[src/hw/rtl/assert_macros.svh]
// ----------------------------------------------------------------------------
// Assertion macros
// Shared helpers for concurrent assertions in the RTL folder.
// ----------------------------------------------------------------------------
`ifndef ASSERT_MACROS_SVH
`define ASSERT_MACROS_SVH

// A property that must hold at every rising clock edge outside reset.
`define ASSERT_ALWAYS(lbl, clk, rstn, prop, msg) \
  lbl: assert property (@(posedge clk) disable iff (!rstn) (prop)) else $error(msg);

// An antecedent that, once seen, requires a consequent in the next cycle.
`define ASSERT_NEXT(lbl, clk, rstn, ante, cons, msg) \
  lbl: assert property (@(posedge clk) disable iff (!rstn) (ante) |=> (cons)) \
    else $error(msg);

`endif

[src/hw/rtl/tspat_pkg.sv]
// ----------------------------------------------------------------------------
// tspat_pkg
// Types and constants shared by the transport stream PAT parser.
// ----------------------------------------------------------------------------
package tspat_pkg;

  localparam int unsigned PACKET_BYTES = 188;

  localparam logic [7:0]  TS_SYNC_MARK    = 8'h47;
  localparam logic [11:0] MIN_SECTION_LEN = 12'd13;
  localparam logic [11:0] MIN_CRC_LEN     = 12'd6;

  // Byte offsets from the packet start, less the pointer field value.
  localparam logic [7:0] OFS_TABLE_ID   = 8'd5;
  localparam logic [7:0] OFS_LENGTH_LO  = 8'd7;
  localparam logic [7:0] OFS_TSID_HI    = 8'd8;
  localparam logic [7:0] OFS_SECT_END   = 8'd12;
  localparam logic [7:0] OFS_FIRST_PROG = 8'd16;

  typedef enum logic [1:0] {
    REC_HEADER  = 2'd0,
    REC_SECTION = 2'd1,
    REC_ENTRY   = 2'd2,
    REC_CRC     = 2'd3
  } rec_kind_e;

  typedef struct packed {
    logic [7:0] data_byte;
    logic       packet_start;
  } in_item_t;

  typedef struct packed {
    rec_kind_e   record_kind;
    logic [12:0] packet_pid;
    logic [15:0] number_word;
    logic [7:0]  table_kind;
    logic [11:0] section_size;
    logic [4:0]  version;
    logic        current_next;
    logic [7:0]  section_index;
    logic [7:0]  last_section_index;
    logic [31:0] crc_value;
    logic [7:0]  header_flags;
    logic [2:0]  status_flags;
  } pat_rec_t;

endpackage

[src/hw/rtl/ts_pat_section_parser.sv]
// ----------------------------------------------------------------------------
// ts_pat_section_parser
// Transport stream packet header and PAT section parser, one byte per cycle while records are taken.
// ----------------------------------------------------------------------------
// Stream bytes enter on the slave channel, one byte per request, with tuser
// marking the first byte of a packet; without that mark the byte position
// simply wraps after the last byte of a packet. Records leave on the master
// channel: tuser carries the record kind (packet header, section header,
// program entry or section CRC) and tdata the packed record fields.
// Each accepted byte is captured in an input register, decoded in one pass
// of short logic against the parser state, and any record it produces is
// written to the output register. A record is offered from there once its
// last byte has left the input register. Throughput is one byte per cycle
// while the receiver takes records; the only limit is the single output
// register, which must be free before the input register may move on.
// A stalled receiver holds up the stream once a further byte reaches the
// decode stage, whether or not that byte produces a record.
// Reset clears the byte position, the continuity tracking and all held
// header and section fields, and empties both registers. While the receiver
// stalls, the pending record stays unchanged in the output register and
// tready falls as soon as the input register also holds a byte.
// ----------------------------------------------------------------------------
`include "assert_macros.svh"

module ts_pat_section_parser
  import tspat_pkg::*;
(
  input  logic         clk_i,
  input  logic         rst_ni,
  input  logic         s_axis_tvalid,
  output logic         s_axis_tready,
  input  logic [7:0]   s_axis_tdata,   // [7:0] data_byte
  input  logic [0:0]   s_axis_tuser,   // [0] packet_start
  output logic         m_axis_tvalid,
  input  logic         m_axis_tready,
  // [12:0] packet_pid, [28:13] number_word, [36:29] table_kind,
  // [48:37] section_size, [53:49] version, [54] current_next,
  // [62:55] section_index, [70:63] last_section_index, [102:71] crc_value,
  // [110:103] header_flags, [113:111] status_flags, [119:114] zero
  output logic [119:0] m_axis_tdata,
  output logic [1:0]   m_axis_tuser    // [1:0] record_kind
);

  // Input stage: one byte waiting for decode.
  logic     in_valid_q, in_valid_d;
  in_item_t in_item_q;

  // Output stage: one finished record waiting for the receiver.
  logic     out_valid_q, out_valid_d;
  pat_rec_t out_rec_q;

  logic     s_accept;
  logic     out_free;
  logic     advance;
  logic     core_valid;
  pat_rec_t core_rec;

  // The decode stage may move on only when its possible record has a home.
  assign out_free      = !out_valid_q || m_axis_tready;
  assign advance       = in_valid_q && out_free;
  assign s_axis_tready = !in_valid_q || out_free;
  assign s_accept      = s_axis_tvalid && s_axis_tready;

  tspat_core u_core (
    .clk_i       (clk_i),
    .rst_ni      (rst_ni),
    .step_i      (advance),
    .item_i      (in_item_q),
    .rec_valid_o (core_valid),
    .rec_o       (core_rec)
  );

  always_comb begin
    if (s_accept) begin
      in_valid_d = 1'b1;
    end else if (advance) begin
      in_valid_d = 1'b0;
    end else begin
      in_valid_d = in_valid_q;
    end

    if (advance && core_valid) begin
      out_valid_d = 1'b1;
    end else if (m_axis_tready) begin
      out_valid_d = 1'b0;
    end else begin
      out_valid_d = out_valid_q;
    end
  end

  always_ff @(posedge clk_i or negedge rst_ni) begin
    if (!rst_ni) begin
      in_valid_q  <= 1'b0;
      out_valid_q <= 1'b0;
    end else begin
      in_valid_q  <= in_valid_d;
      out_valid_q <= out_valid_d;
    end
  end

  // Payload registers carry no reset.
  always_ff @(posedge clk_i) begin
    if (s_accept) begin
      in_item_q.data_byte    <= s_axis_tdata;
      in_item_q.packet_start <= s_axis_tuser[0];
    end
    if (advance && core_valid) begin
      out_rec_q <= core_rec;
    end
  end

  assign m_axis_tvalid = out_valid_q;
  assign m_axis_tuser  = out_rec_q.record_kind;
  assign m_axis_tdata  = {6'b0,
                          out_rec_q.status_flags,
                          out_rec_q.header_flags,
                          out_rec_q.crc_value,
                          out_rec_q.last_section_index,
                          out_rec_q.section_index,
                          out_rec_q.current_next,
                          out_rec_q.version,
                          out_rec_q.section_size,
                          out_rec_q.table_kind,
                          out_rec_q.number_word,
                          out_rec_q.packet_pid};

  // An accepted byte always lands in the decode stage.
  `ASSERT_NEXT(a_accept_fills_stage, clk_i, rst_ni, s_accept, in_valid_q,
               "accepted byte did not reach the decode stage")

  // A decoded record is always offered on the next cycle.
  `ASSERT_NEXT(a_record_offered, clk_i, rst_ni, advance && core_valid, m_axis_tvalid,
               "decoded record was not presented")

  // Only packet header records carry header and continuity flags.
  `ASSERT_ALWAYS(a_header_fields_only, clk_i, rst_ni,
                 !m_axis_tvalid || (m_axis_tuser == REC_HEADER)
                 || ((m_axis_tdata[110:103] == 8'd0) && (m_axis_tdata[111] == 1'b0)),
                 "non-header record carries header flags")

endmodule

[src/hw/rtl/tspat_core.sv]
// ----------------------------------------------------------------------------
// tspat_core
// Per-byte parser state and record decode for one stream byte per step.
// ----------------------------------------------------------------------------
module tspat_core
  import tspat_pkg::*;
(
  input  logic     clk_i,
  input  logic     rst_ni,
  input  logic     step_i,
  input  in_item_t item_i,
  output logic     rec_valid_o,
  output pat_rec_t rec_o
);

  logic [7:0]  byte_pos_q, byte_pos_d;
  logic [12:0] held_pid_q, held_pid_d;
  logic [7:0]  held_flags_q, held_flags_d;
  logic [3:0]  exp_cc_q, exp_cc_d;
  logic        first_seen_q, first_seen_d;
  logic        table_act_q, table_act_d;
  logic [7:0]  pointer_q, pointer_d;
  logic [11:0] held_len_q, held_len_d;
  logic [31:0] recent_q, recent_d;
  logic [15:0] sect_q, sect_d;

  logic [7:0]  b;
  logic [7:0]  pos;
  logic [8:0]  pos_inc;
  logic [7:0]  r;
  logic [3:0]  cc;
  logic [3:0]  exp_new;
  logic [7:0]  vb;
  logic        in_section;
  logic        is_entry;
  logic        is_crc;
  logic [2:0]  sect_st;

  always_comb begin
    b = item_i.data_byte;
    if (item_i.packet_start || ({1'b0, byte_pos_q} >= 9'(PACKET_BYTES))) begin
      pos = 8'd0;
    end else begin
      pos = byte_pos_q;
    end
    pos_inc = {1'b0, pos} + 9'd1;
    recent_d = {recent_q[23:0], b};
    r = pos - pointer_q;
    cc = b[3:0];
    vb = recent_d[23:16];
    in_section = ({1'b0, pos} >= ({1'b0, pointer_q} + {1'b0, OFS_TABLE_ID}));
    is_entry = (r >= OFS_FIRST_PROG) && (r[1:0] == 2'b00)
               && (({4'b0, r} - 12'd3) <= held_len_q);
    is_crc = (held_len_q >= MIN_CRC_LEN)
             && ({5'b0, r} == ({1'b0, held_len_q} + 13'd7));
    sect_st = 3'b000;
    if (held_len_q < MIN_SECTION_LEN) begin
      sect_st[1] = 1'b1;
    end
    if (({5'b0, pointer_q} + {1'b0, held_len_q} + 13'd8) > 13'(PACKET_BYTES)) begin
      sect_st[2] = 1'b1;
    end
    exp_new = first_seen_q ? (exp_cc_q + 4'd1) : cc;

    if (pos_inc >= 9'(PACKET_BYTES)) begin
      byte_pos_d = 8'd0;
    end else begin
      byte_pos_d = pos_inc[7:0];
    end
    held_pid_d   = held_pid_q;
    held_flags_d = held_flags_q;
    exp_cc_d     = exp_cc_q;
    first_seen_d = first_seen_q;
    table_act_d  = table_act_q;
    pointer_d    = pointer_q;
    held_len_d   = held_len_q;
    sect_d       = sect_q;

    rec_valid_o = 1'b0;
    rec_o       = '0;

    priority if (pos == 8'd0) begin
      table_act_d  = 1'b0;
      held_pid_d   = '0;
      held_flags_d = {7'b0, (b != TS_SYNC_MARK)};
    end else if (pos == 8'd1) begin
      held_flags_d = held_flags_q | {4'b0, b[5], b[6], b[7], 1'b0};
      held_pid_d   = {b[4:0], 8'b0};
    end else if (pos == 8'd2) begin
      held_pid_d = held_pid_q | {5'b0, b};
    end else if (pos == 8'd3) begin
      held_flags_d = {b[5:4], b[7:6], held_flags_q[3:0]};
      rec_valid_o  = 1'b1;
      rec_o.record_kind  = REC_HEADER;
      rec_o.packet_pid   = held_pid_q;
      rec_o.header_flags = held_flags_d;
      if (held_pid_q == '0) begin
        exp_cc_d     = exp_new;
        first_seen_d = 1'b1;
        rec_o.status_flags = {2'b00, (exp_new != cc)};
      end
      table_act_d = (held_pid_q == '0) && (b[5:4] == 2'b01);
    end else if (table_act_q) begin
      if (pos == 8'd4) begin
        pointer_d = b;
      end else if (in_section) begin
        priority if (r == OFS_TABLE_ID) begin
          sect_d[7:0] = b;
        end else if (r == OFS_LENGTH_LO) begin
          held_len_d = {recent_d[11:8], b};
        end else if (r == OFS_TSID_HI) begin
          sect_d[15:8] = b;
        end else if (r == OFS_SECT_END) begin
          rec_valid_o = 1'b1;
          rec_o.record_kind        = REC_SECTION;
          rec_o.number_word        = {sect_q[15:8], recent_d[31:24]};
          rec_o.table_kind         = sect_q[7:0];
          rec_o.section_size       = held_len_q;
          rec_o.version            = vb[5:1];
          rec_o.current_next       = vb[0];
          rec_o.section_index      = recent_d[15:8];
          rec_o.last_section_index = recent_d[7:0];
          rec_o.status_flags       = sect_st;
        end else if (is_entry) begin
          rec_valid_o = 1'b1;
          rec_o.record_kind = REC_ENTRY;
          rec_o.packet_pid  = recent_d[12:0];
          rec_o.number_word = recent_d[31:16];
        end else if (is_crc) begin
          rec_valid_o = 1'b1;
          rec_o.record_kind = REC_CRC;
          rec_o.crc_value   = recent_d;
        end else begin
          rec_valid_o = 1'b0;
        end
      end
    end else begin
      rec_valid_o = 1'b0;
    end
  end

  always_ff @(posedge clk_i or negedge rst_ni) begin
    if (!rst_ni) begin
      byte_pos_q   <= '0;
      held_pid_q   <= '0;
      held_flags_q <= '0;
      exp_cc_q     <= '0;
      first_seen_q <= 1'b0;
      table_act_q  <= 1'b0;
      pointer_q    <= '0;
      held_len_q   <= '0;
      recent_q     <= '0;
      sect_q       <= '0;
    end else if (step_i) begin
      byte_pos_q   <= byte_pos_d;
      held_pid_q   <= held_pid_d;
      held_flags_q <= held_flags_d;
      exp_cc_q     <= exp_cc_d;
      first_seen_q <= first_seen_d;
      table_act_q  <= table_act_d;
      pointer_q    <= pointer_d;
      held_len_q   <= held_len_d;
      recent_q     <= recent_d;
      sect_q       <= sect_d;
    end
  end

endmodule
[config.mk]
export PLATFORM = sky130hd
export DESIGN_NAME = ts_pat_section_parser
export DESIGN_NICKNAME = d
export VERILOG_FILES = /design/src/hw/rtl/tspat_pkg.sv /design/src/hw/rtl/ts_pat_section_parser.sv /design/src/hw/rtl/tspat_core.sv
export VERILOG_INCLUDE_DIRS = /design/src /design/src/hw/rtl
export SDC_FILE = /design/constraint.sdc
export NUM_CORES = 1
export LEC_CHECK = 0
export BUFFER_PORTS_ARGS = -buffer_cell sky130_fd_sc_hd__buf_2
export CAP_MARGIN = 30
export CORE_MARGIN = 2
export CORE_UTILIZATION = 28
export DETAILED_ROUTE_END_ITERATION = 10
export PLACE_DENSITY = 0.43
export RECOVER_POWER = 25
export SETUP_SLACK_MARGIN = 0.4
export SLEW_MARGIN = 0
export SYNTH_ARGS = -nofsm -noshare
export SYNTH_HDL_FRONTEND = slang
export SYNTH_HIERARCHICAL = 1
export SYNTH_SLANG_ARGS = --single-unit
[constraint.sdc]
create_clock -name clk_i -period 10.15 [get_ports clk_i]
set_input_delay 1.015 -clock clk_i [delete_from_list [all_inputs] [get_ports clk_i]]
set_output_delay 1.015 -clock clk_i [all_outputs]
set_load 0.03 [all_outputs]
==> run summary <==
port bufs = 130
Die X = 204 um
Finished Core Util = 33.2%
Post-Route WL = 30900 um
DR iter-0 viols = 380
nets = 1142
Metal-1 WL = 14400 um
antenna violations before repair = 0
Leak = 5.46 nW
worst r2r src = u_core/byte_pos_q[3]$_DFFE_PN0P_
routed length on met3 = 1290 um
warnings from Yosys = 6
Setup Fix Bufs, Post-CTS = 0
max cap viols = 3
Remaining DRCs = 0
cts repair resizes = 0
worst slack, placed = 3.47 ns
area leader, netlist = edfxtp_1
Syn Area/Cell = 11.6 sq um
Hold EP = u_core/recent_q[14]$_DFFE_PN0P_
Tcrit/Tclk final = 65.8%
final-report max-slew violation count = 162
Seq/Total Area, Yosys = 54.5%
CTS Buf Count = 26
height of the die = 204 um
hold path cells = 2
RD Place Congestion = 0.805
WHS = 0.480 ns
clk slew on worst S/H paths = 0.06 ns
Worst Path Arrival = 6.87 ns
CP Capture Type = register
top-area cell type share of the netlist area = 33.7%
Initial Util = 28.2%
Synth area leaders = edfxtp_1, dfrtp_1, ha_1
final worst slack = 3.47 ns
total track usage = 14.9%
r2r endpoint = m_axis_tdata[64]$_DFFE_PP_
#FFs+latches synth = 218
placed cell area = 0.0123 sq mm
post-route setup TNS = 0 ns
fmax = 150 MHz
vias in the first global route = 7686
Critical Path RT = 10.34 ns
Core ar. = 0.0395 sq mm
Cells after Synth = 963
min-delay worst type = register to register
post-route cell area = 0.0131 sq mm
share of layout cells above drive strength 1 = 22.1%
commonest cells in the netlist = edfxtp_1, dfrtp_1, inv_1
RSZ-0062 raised after global routing = no
area grow syn2layout = 17.8%
Clock Sink Count = 218
die area = 0.0414 sq mm
top layer in use = met4
status = complete, but fails checks
CTS tree = yes
pin count of the biggest net entering global routing = 73
Main synth FF type = edfxtp_1
critical path class = register to register
top-count cell post-synth = edfxtp_1
Cell Area, Synth = 0.0112 sq mm
pwr/cell area = 178 mW/mm^2
peak supply drop = 0.127 mV
final setup vio count = 0
Yosys cell types = 77
met2 routed wirelength = 14600 um
Slew @ Worst Pin = 3.71 ns
clk_lat worst skew = 0.53 ns
Post-synth ARST share = 42.7%
failing checks = max-capacitance violations, max-slew violations
CTS H-tree depth = 1
worst hold start = u_core/recent_q[6]$_DFFE_PN0P_
cts hold-fix bufs = 0
worst reg-to-reg setup slack = 3.47 ns
Root Driver = clkbuf_16
clock skew = 0.00907 ns
Post-synth EDFFs = 125
crit path max fanout = 72
wire length of the first global-routing pass = 47500 um
Max-Slew Margin vs Limit = -147%
clock buffer depth = 3
via count = 7696
R2R cell count = 23
Final HPWL DP = 22000 um
row count = 73
Final Hold Vio Count = 0
Antenna Nets Post-Route = 0
crit start category = register
I/O pin cnt = 137
min cycle time layout = 6.68 ns
Vias per Instance = 4.74
fillcell total = 3974
gr ovfl total = 0
drt pass-1 iters = 5
WL/cell = 19.0 um
## per-layer routing
layer / GRT usage, % / up-vias
li1: - / 3716
met1: 21.0 / 3779
met2: 24.7 / 167
met3: 1.76 / 34
met4: 3.36 / 0
met5: 0 / -
## placed cells by master (no fill, tap or decap), types with 12 or more instances in the layout
cell and count:
nor2b_1 17, edfxtp_1 125, dfrtp_1 93, nand2_1 65, nand2b_1 13, ha_1 50
mux2i_1 13, inv_1 76, xnor2_1 22, o21ai_0 59, clkbuf_16 27, nor3_2 39
and2_1 19, nor2_1 41, nor3_1 40, a21oi_1 35, a22o_1 29, nand3_1 12
buf_2 125
## report_power, final
part           internal [mW]  switching, mW  total, mW
clock                  0.587          0.376      0.963
sequential             0.975         0.0517       1.03
combinational          0.130          0.219      0.349
## stage by stage
step	total power, mW	cells
final	2.34	1623
after CTS	2.37	1622
after global placement	1.39	1572
after floorplan	1.29	968
after global routing	2.44	1622
after detailed placement	1.39	1574
## worst max path at each step
| stage | from | to | cells after the start |
|---|---|---|---|
| finish | u_core/byte_pos_q[3]$_DFFE_PN0P_ | m_axis_tdata[64]$_DFFE_PP_ | 23 |
| global route | u_core/byte_pos_q[3]$_DFFE_PN0P_ | m_axis_tdata[64]$_DFFE_PP_ | 23 |
| CTS | u_core/byte_pos_q[3]$_DFFE_PN0P_ | m_axis_tdata[38]$_DFFE_PP_ | 23 |
| detailed placement | u_core/byte_pos_q[3]$_DFFE_PN0P_ | m_axis_tdata[38]$_DFFE_PP_ | 23 |
| global placement | u_core/byte_pos_q[3]$_DFFE_PN0P_ | m_axis_tdata[38]$_DFFE_PP_ | 21 |
| floorplan | u_core/byte_pos_q[4]$_DFFE_PN0P_ | m_axis_tdata[0]$_DFFE_PP_ | 19 |
## critical path: stages, from the launching register on
cell and delay (ns):
dfrtp_1 0.53, a41o_1 0.34, a21oi_1 0.20, nand2_1 0.23, ha_1 0.22, inv_1 0.06, fa_1 0.48, a211o_1 0.40
and3_4 0.21, nor2_1 0.35, or3_1 0.21, xnor2_1 0.14, ha_1 0.27, a21o_1 0.16, a21oi_1 0.15, nor2b_1 0.06
o31ai_1 0.34, o311ai_2 0.25, a311oi_1 0.29, nand2_1 0.15, nor2b_4 0.14, buf_4 0.44, buf_4 0.31, buf_16 0.34
## cell families after synthesis
family | after synthesis | share of synthesized area (%)
other cells | 1 | 0.0336
simple gates | 300 | 16.0
flops | 218 | 54.5
compound gates | 190 | 11.8
xor+xnor | 34 | 3.05
buf+inv | 134 | 5.34
fa+ha+maj | 52 | 5.97
mux | 34 | 3.29
## area by class of cell
class	count	area [sq um]	area share, %
diodes	1	2.50	0.0190
clock buffers	30	687	5.23
clock inverters	18	198	1.50
inverters	76	285	2.17
multi-input cells	616	4500	34.3
flip-flops and latches	218	6080	46.3
well taps	525	657	5.00
repair buffers	139	732	5.57
## flip-flops by register name, summed over array words and instances, names as in the netlist, 2 cells and up
register and cells:
u_core/recent_q 24, u_core/held_flags_q 4, in_item_q 9, u_core/byte_pos_q 8, u_core/pointer_q 8, u_core/held_pid_q 13, m_axis_tuser 2, u_core/held_len_q 12
u_core/exp_cc_q 4, u_core/sect_q 16, m_axis_tdata 114
Power figures use the tool's default switching activity.
